[src/qta_pkg.sv]
// Shared types, constants and arithmetic helpers for the quaternion to affine matrix unit.
`default_nettype none

package qta_pkg;

	localparam int unsigned WORD_W = 32;
	localparam int unsigned PROD_W = 64;
	localparam int unsigned RSUM_W = 65;
	localparam int unsigned TSUM_W = 66;
	localparam int unsigned ROT_FRAC_SHIFT = 29;
	localparam int unsigned TRANS_FRAC_SHIFT = 30;
	localparam int unsigned IN_DATA_W = 7 * WORD_W;
	localparam int unsigned OUT_DATA_W = 12 * WORD_W;

	typedef logic signed [WORD_W-1:0] word_t;
	typedef logic signed [PROD_W-1:0] prod_t;
	typedef logic signed [RSUM_W-1:0] rsum_t;
	typedef logic signed [TSUM_W-1:0] tsum_t;

	// Rotation matrix, row-major: element 3*row+col.
	typedef word_t [8:0] rot9_t;
	// Point or translation, element 0 is x.
	typedef word_t [2:0] vec3_t;

	typedef struct packed {
		word_t w;
		word_t x;
		word_t y;
		word_t z;
	} quat_t;

	typedef struct packed {
		prod_t xx;
		prod_t yy;
		prod_t zz;
		prod_t xy;
		prod_t xz;
		prod_t yz;
		prod_t wx;
		prod_t wy;
		prod_t wz;
	} qprod_t;

	// Half an LSB of the Q1.30 result at 2^-59 scale, and 1.0 plus that half.
	localparam rsum_t ROT_HALF = rsum_t'(1) <<< (ROT_FRAC_SHIFT - 1);
	localparam rsum_t ROT_ONE_HALF = (rsum_t'(1) <<< 59) + ROT_HALF;
	// Half an LSB of the Q16.16 result at 2^-46 scale.
	localparam tsum_t TRANS_HALF = tsum_t'(1) <<< (TRANS_FRAC_SHIFT - 1);

	localparam tsum_t SAT_MAX = tsum_t'(64'sd2147483647);
	localparam tsum_t SAT_MIN = tsum_t'(-64'sd2147483648);

	function automatic rsum_t ext_prod(input prod_t p);
		return rsum_t'(p);
	endfunction

	// Clamp a wide signed value to the 32-bit two's complement range.
	function automatic word_t sat_word(input tsum_t v);
		word_t r;
		if (v > SAT_MAX) begin
			r = word_t'(32'sh7FFF_FFFF);
		end else if (v < SAT_MIN) begin
			r = word_t'(32'sh8000_0000);
		end else begin
			r = v[WORD_W-1:0];
		end
		return r;
	endfunction

endpackage

`default_nettype wire

[src/qta_rot_round.sv]
// Stages 2 and 3: rotation entry sums, then rounding and saturation to Q1.30.
`default_nettype none

module qta_rot_round (
	input  wire               clk,
	input  wire               arst_n,
	input  wire               in_valid,
	output logic              in_ready,
	input  qta_pkg::qprod_t   prod,
	input  qta_pkg::vec3_t    centre,
	output logic              out_valid,
	input  wire               out_ready,
	output qta_pkg::rot9_t    rot,
	output qta_pkg::vec3_t    centre_out
);

	logic            v_s2;
	logic            v_s3;
	logic            en_s2;
	logic            en_s3;
	qta_pkg::rsum_t  sum_s2 [9];
	qta_pkg::vec3_t  centre_s2;
	qta_pkg::rot9_t  rot_s3;
	qta_pkg::vec3_t  centre_s3;

	assign en_s3 = !v_s3 || out_ready;
	assign en_s2 = !v_s2 || en_s3;
	assign in_ready = en_s2;

	always_ff @(posedge clk or negedge arst_n) begin
		if (!arst_n) begin
			v_s2 <= 1'b0;
			v_s3 <= 1'b0;
		end else begin
			if (en_s2) begin
				v_s2 <= in_valid;
			end
			if (en_s3) begin
				v_s3 <= v_s2;
			end
		end
	end

	// Sums carry the rounding half so the next stage only shifts and clamps.
	always_ff @(posedge clk) begin
		if (en_s2 && in_valid) begin
			sum_s2[0] <= qta_pkg::ROT_ONE_HALF - qta_pkg::ext_prod(prod.yy)
				- qta_pkg::ext_prod(prod.zz);
			sum_s2[1] <= qta_pkg::ext_prod(prod.xy) - qta_pkg::ext_prod(prod.wz)
				+ qta_pkg::ROT_HALF;
			sum_s2[2] <= qta_pkg::ext_prod(prod.xz) + qta_pkg::ext_prod(prod.wy)
				+ qta_pkg::ROT_HALF;
			sum_s2[3] <= qta_pkg::ext_prod(prod.xy) + qta_pkg::ext_prod(prod.wz)
				+ qta_pkg::ROT_HALF;
			sum_s2[4] <= qta_pkg::ROT_ONE_HALF - qta_pkg::ext_prod(prod.xx)
				- qta_pkg::ext_prod(prod.zz);
			sum_s2[5] <= qta_pkg::ext_prod(prod.yz) - qta_pkg::ext_prod(prod.wx)
				+ qta_pkg::ROT_HALF;
			sum_s2[6] <= qta_pkg::ext_prod(prod.xz) - qta_pkg::ext_prod(prod.wy)
				+ qta_pkg::ROT_HALF;
			sum_s2[7] <= qta_pkg::ext_prod(prod.yz) + qta_pkg::ext_prod(prod.wx)
				+ qta_pkg::ROT_HALF;
			sum_s2[8] <= qta_pkg::ROT_ONE_HALF - qta_pkg::ext_prod(prod.xx)
				- qta_pkg::ext_prod(prod.yy);
			centre_s2 <= centre;
		end
	end

	always_ff @(posedge clk) begin
		if (en_s3 && v_s2) begin
			for (int i = 0; i < 9; i++) begin
				rot_s3[i] <= qta_pkg::sat_word(qta_pkg::tsum_t'(sum_s2[i]
					>>> qta_pkg::ROT_FRAC_SHIFT));
			end
			centre_s3 <= centre_s2;
		end
	end

	assign out_valid = v_s3;
	assign rot = rot_s3;
	assign centre_out = centre_s3;

endmodule

`default_nettype wire

[config.mk]
export PLATFORM = sky130hd
export DESIGN_NAME = qta_rot_round
export DESIGN_NICKNAME = d
export VERILOG_FILES = /design/src/qta_pkg.sv /design/src/qta_rot_round.sv
export SDC_FILE = /design/constraint.sdc
export NUM_CORES = 2
export LEC_CHECK = 0
export BUFFER_PORTS_ARGS = -buffer_cell sky130_fd_sc_hd__buf_2
export CAP_MARGIN = 30
export CORE_MARGIN = 8
export CORE_UTILIZATION = 35
export CTS_BUF_LIST = sky130_fd_sc_hd__clkbuf_16
export DETAILED_ROUTE_END_ITERATION = 8
export PLACE_DENSITY = 0.62
export SLEW_MARGIN = 20
export SYNTH_ARGS = -nofsm -noshare
export SYNTH_HDL_FRONTEND = slang
export SYNTH_SLANG_ARGS = --single-unit
[constraint.sdc]
create_clock -name clk -period 13.7 [get_ports clk]
set_input_delay 1.37 -clock clk [delete_from_list [all_inputs] [get_ports clk]]
set_output_delay 1.37 -clock clk [all_outputs]
set_load 0.01 [all_outputs]
* Yosys cells after proc, flatten, opt, wreduce, memory -nomap -nowiden
Memory sizes are Yosys's and may differ from the RTL's.
Cells that the tools add are included.
** Operators by class
- Add/sub/neg operators :: 17
- Multipliers :: 0
- Div/mod/pow operators :: 0
- Magnitude comparators :: 18
- Equality and inequality tests :: 0
- Shifts and indexed selects :: 0
- Multiplexer cells :: 11
- Bitwise operators :: 0
- Reduce and logical (&&, ||, !) cells :: 6
** Operator list (count)
- 65-bit by 30-bit adder with 65-bit output, second input constant :: 6
- 36-bit by 32-bit greater-than comparator with 1-bit output, second input constant :: 9
- 36-bit by 32-bit < comparator with 1-bit output, second input constant :: 9
- 32-bit two-way mux :: 9
- 64-bit by 64-bit adder with 65-bit output :: 3
- 64-bit by 64-bit subtractor with 65-bit output :: 3
- 65-bit by 64-bit subtractor with 65-bit output :: 3
- 61-bit by 64-bit subtractor with 65-bit output, first input constant :: 2
- 1-bit logical AND :: 2
- 1-bit zero test :: 2
- 1-bit logical OR :: 2
- 1-bit two-way mux :: 2
** Word-level totals
- Bits in registers :: 482
- Latch bits :: 0
- Bits in writable memories :: 585
- Bits in read-only memories :: 0
- Bits of input ports :: 676
- Output and inout bits :: 386
- Memories :: 1
** Memory list
- sum_s2 :: depth 9, width 65, read ports 9, clocked after memory_dff 0, wr ports 9, line qta_rot_round.sv:21 : qta_pkg::rsum_t sum_s2 [9];

* Logic depth before layout (Yosys ltp)
- Word-level depth :: 6
- Mapped depth :: 22
- Mapped depth without buffers :: 21

* Worst setup path after synthesis
Ideal clock, no wire load.
- Path kind :: input -> register
- Start :: input out_ready
- End :: register centre_s2[0] (netlist bit), enable pin
- Arrival time :: 11.097 ns
- Required time :: 12.861 ns
- Slack :: 1.765 ns
- Stages on the path :: 2
- Cells stage by stage :: nand3b_1 and2_1
** On the way
- Cells in the longest elaborated chain, start to end :: 3
** RTL lines
- from (decl) :: line qta_rot_round.sv:12 : input wire out_ready,
- 1-bit logical OR :: line qta_rot_round.sv:26 : assign en_s3 = !v_s3 || out_ready;
- 1-bit logical OR :: line qta_rot_round.sv:27 : assign en_s2 = !v_s2 || en_s3;
- 1-bit logical AND :: line qta_rot_round.sv:46 : if (en_s2 && in_valid) begin
- to (signal assigned) :: line qta_rot_round.sv:65 : centre_s2 <= centre;
- to (decl) :: line qta_rot_round.sv:22 : qta_pkg::vec3_t centre_s2;
No other way between the ends.
A chain may end at the register's enable or synchronous reset.

==> impl_metrics.py <==
metrics = {
    "outcome": {
        "outcome": "finished, final reports clean",
    },
    "timing": {
        "tns_ns": 0,
        "setup_viol": 0,
        "hold_viol_final": 0,
        "setup_slack_ns": 6.77,
        "fin_crit_ns": 6.93,
        "skew_ns": 0.0463,
        "worst_pin_slew_ns": 1.07,
        "min_period_over_period_pct": 50.6,
        "grt_setup_unrepaired": "false",
        "maxSlewViolCount": 0,
        "fmax_mhz": 144,
        "maxSlewHeadroom_pct": 28.6,
    },
    "synth": {
        "synth_fp_nets": 7501,
        "synth_ff_type": "edfxtp_1",
        "netlist_area_um2": 60000,
        "synth_cell_type_count": 84,
        "synth-async-reset-ratio_pct": 0.248,
        "synth-edff-count": 804,
        "synth_seq_cells": 806,
        "yosysWarningCount": 0,
        "syn_inst": 5823,
        "syn_area_per_cell_um2": 10.3,
        "ys_seq_area_share_pct": 40.4,
    },
    "global_route": {
        "first_global_vias": 48437,
        "grt_pass1_wl_um": 305000,
        "overflow": 0,
        "grtUsageTotal_pct": 21.5,
        "grt_max_degree": 157,
        "antenna_found_initial": 91,
    },
    "detailed_routing": {
        "via_count": 48924,
        "drtIter0Drc": 3580,
        "avgRoutedWirePerCell_um": 22.8,
        "drc": 0,
        "routed_wl_um": 210000,
        "ant_nets": 0,
        "viasPerCell": 5.31,
        "firstDrtPassIters": 6,
    },
    "clock_network": {
        "cts_sinks": 806,
        "clk_pin_slew_ns": 0.06,
        "postCtsSetupRepairBufs": 0,
        "ctsLongestPathBuffers": 3,
        "tritoncts": "yes",
        "root_buffer": "clkbuf_16",
        "cts_made_buffers": 94,
        "cts_hold_buf": 0,
        "cts_max_level": 3,
        "cts_resized": 0,
        "clock_latency_ns": 0.72,
    },
    "worst_setup_path": {
        "worst-setup-path-type": "in -> reg",
        "max_stage_delay_ns": 0.74,
        "crit_buf_inv": 1,
        "worstSetupStartpointType": "input port",
        "worst_r2r_endpoint": "sum_s2[0][114]",
        "critical_path_arrival_ns": 7.40,
        "cp-end-kind": "flip-flop",
        "crit_fanout": 6,
        "reg2reg_depth": 4,
        "slowest_stage": "a211oi_1",
        "reg2reg_slack_ns": 10.27,
        "crit_required_ns": 14.16,
        "worst-path-stages": 20,
        "path_cells": "buf_2 -> or4_4 -> or3_1 -> or3_1 -> o41ai_2 -> nand2_1 -> nor2_1 -> xnor2_1 -> ha_1 -> a21oi_1 -> o21ai_0 -> nor4_1 -> o21ai_0 -> a21oi_1 -> nor4_1 -> a211oi_1 -> a31o_2 -> a221oi_1 -> a21oi_1 -> xnor2_1",
        "cp_top_family": "compound AO/OA/AOI/OAI gates",
        "timing.rr.start": "out_valid",
        "cp_common_cell": "a21oi_1",
    },
    "floorplan": {
        "start_util_pct": 35.1,
        "die_area_um2": 185000,
        "row_count": 152,
        "die_h_um": 430,
        "dieWidth_um": 430,
        "ioPinCount": 1062,
        "core_region_area_um2": 171000,
    },
    "power_and_ir_drop": {
        "p_per_area_nw_per_um2": 116,
        "max-vdd-ir-drop_mv": 0.0892,
        "power_leakage_nw": 33.2,
    },
    "final_layout": {
        "syn_to_final_growth_pct": 18.4,
        "mostFrequentLayoutCells": "buf_2 (1062), ha_1 (1002), edfxtp_1 (804)",
        "postLayoutCellArea_um2": 71000,
        "fillers": 16754,
        "nets": 8539,
        "drive_above_1_share_pct": 18.5,
        "final_common_cell": "buf_2",
    },
    "placed_design": {
        "dpl.hpwl_um": 175000,
        "port_buffers": 1061,
        "dpl-instance-area_um2": 67800,
        "gp_congestion": 1.01,
        "dp_slack_ns": 6.17,
    },
    "job": {
        "cap_violations": 0,
    },
    "min_path": {
        "hold_path_class": "reg -> reg",
        "min_from": "centre_s2[22]",
        "whs_path_depth": 0,
        "worst_hold_path.endpoint": "centre_out[22]",
    },
}
cells in the mapped netlist (32+ instances only):
library cell | number | area [um^2]
a31oi_1 | 47 | 294
nor2_1 | 245 | 920
clkbuf_1 | 146 | 548
o21ai_0 | 238 | 1190
inv_1 | 628 | 2360
o21bai_1 | 78 | 586
edfxtp_1 | 804 | 24100
nor2b_1 | 53 | 332
nand4_1 | 137 | 857
xnor2_1 | 228 | 2000
a211oi_1 | 40 | 300
ha_1 | 1002 | 12500
nand2b_1 | 45 | 282
a21o_1 | 276 | 2070
nor4_1 | 32 | 200
nor3_1 | 60 | 300
and3_1 | 37 | 231
nand3_1 | 101 | 505
o21a_1 | 330 | 2480
nand2_1 | 300 | 1130
a21oi_1 | 510 | 2550
xor2_1 | 141 | 1230
flip-flops by register name, indices dropped and copies added (netlist names):
register / count
centre_out: 96
sum_s2: 324
out_valid: 1
v_s2: 1
rot: 288
centre_s2: 96
per-stage QoR:
| step | cells | utilization, % | total power [mW] | hold WS, ns |
|---|---|---|---|---|
| final | 9221 | 41.5 | 8.22 | 0.417 |
| after global routing | 9203 | 41.5 | 8.64 | 0.376 |
| after CTS | 9171 | 41.4 | 8.30 | 0.337 |
| after detailed placement | 8996 | 39.7 | 5.75 | 0.405 |
| after global placement | 8992 | 39.6 | 5.72 | 0.400 |
| after floorplan | 5823 | - | 4.93 | 0.400 |
report_power, final:
group	internal, mW	total [mW]	switching (mW)
clock network	1.40	2.51	1.11
registers	3.16	3.27	0.104
logic	0.949	2.44	1.49
total	5.52	8.22	2.70
cell type report:
| cell class | instances | area (um^2) | share of cell area [%] |
|---|---|---|---|
| timing repair buffer | 1088 | 5580 | 7.85 |
| tap | 2233 | 2790 | 3.93 |
| sequential | 806 | 24200 | 34.1 |
| inverter | 628 | 2360 | 3.32 |
| clock inverter | 81 | 712 | 1.00 |
| antenna | 48 | 120 | 0.169 |
| clock buffer | 94 | 2350 | 3.31 |
| multi-input combinational | 4243 | 32900 | 46.3 |
per-layer routing:
layer	vias to the layer above	part of all wire, %	global-route usage (%)
li1	23592	-	-
met1	23400	40	25.4
met2	1547	50	38.5
met3	371	5.1	3.20
met4	14	4.8	9.99
met5	-	0.044	0
how the worst max path moves through the flow:
stage	from	endpoint	slack [ns]
final	prod[520]	sum_s2[0][324]	6.77
after global routing	prod[520]	sum_s2[0][324]	6.57
after CTS	prod[520]	sum_s2[0][324]	6.96
after detailed placement	prod[520]	sum_s2[0][324]	6.17
after global placement	prod[520]	sum_s2[0][324]	6.31
after floorplan	out_ready	centre_s2[0]	1.76
kinds of logic (layout without fill, tap and decap cells):
kind of cell / Yosys count / after routing / synth area share (%)
other cells: 0 / 48 / 0
xor+xnor: 369 / 369 / 5.39
buf+inv: 774 / 1891 / 4.85
simple gates: 1123 / 1123 / 9.41
mux: 1 / 1 / 0.0167
compound gates: 1748 / 1748 / 19.1
fa+ha+maj: 1002 / 1002 / 20.9
flops: 806 / 806 / 40.4
No activity file was read; power rests on OpenSTA's default activity.
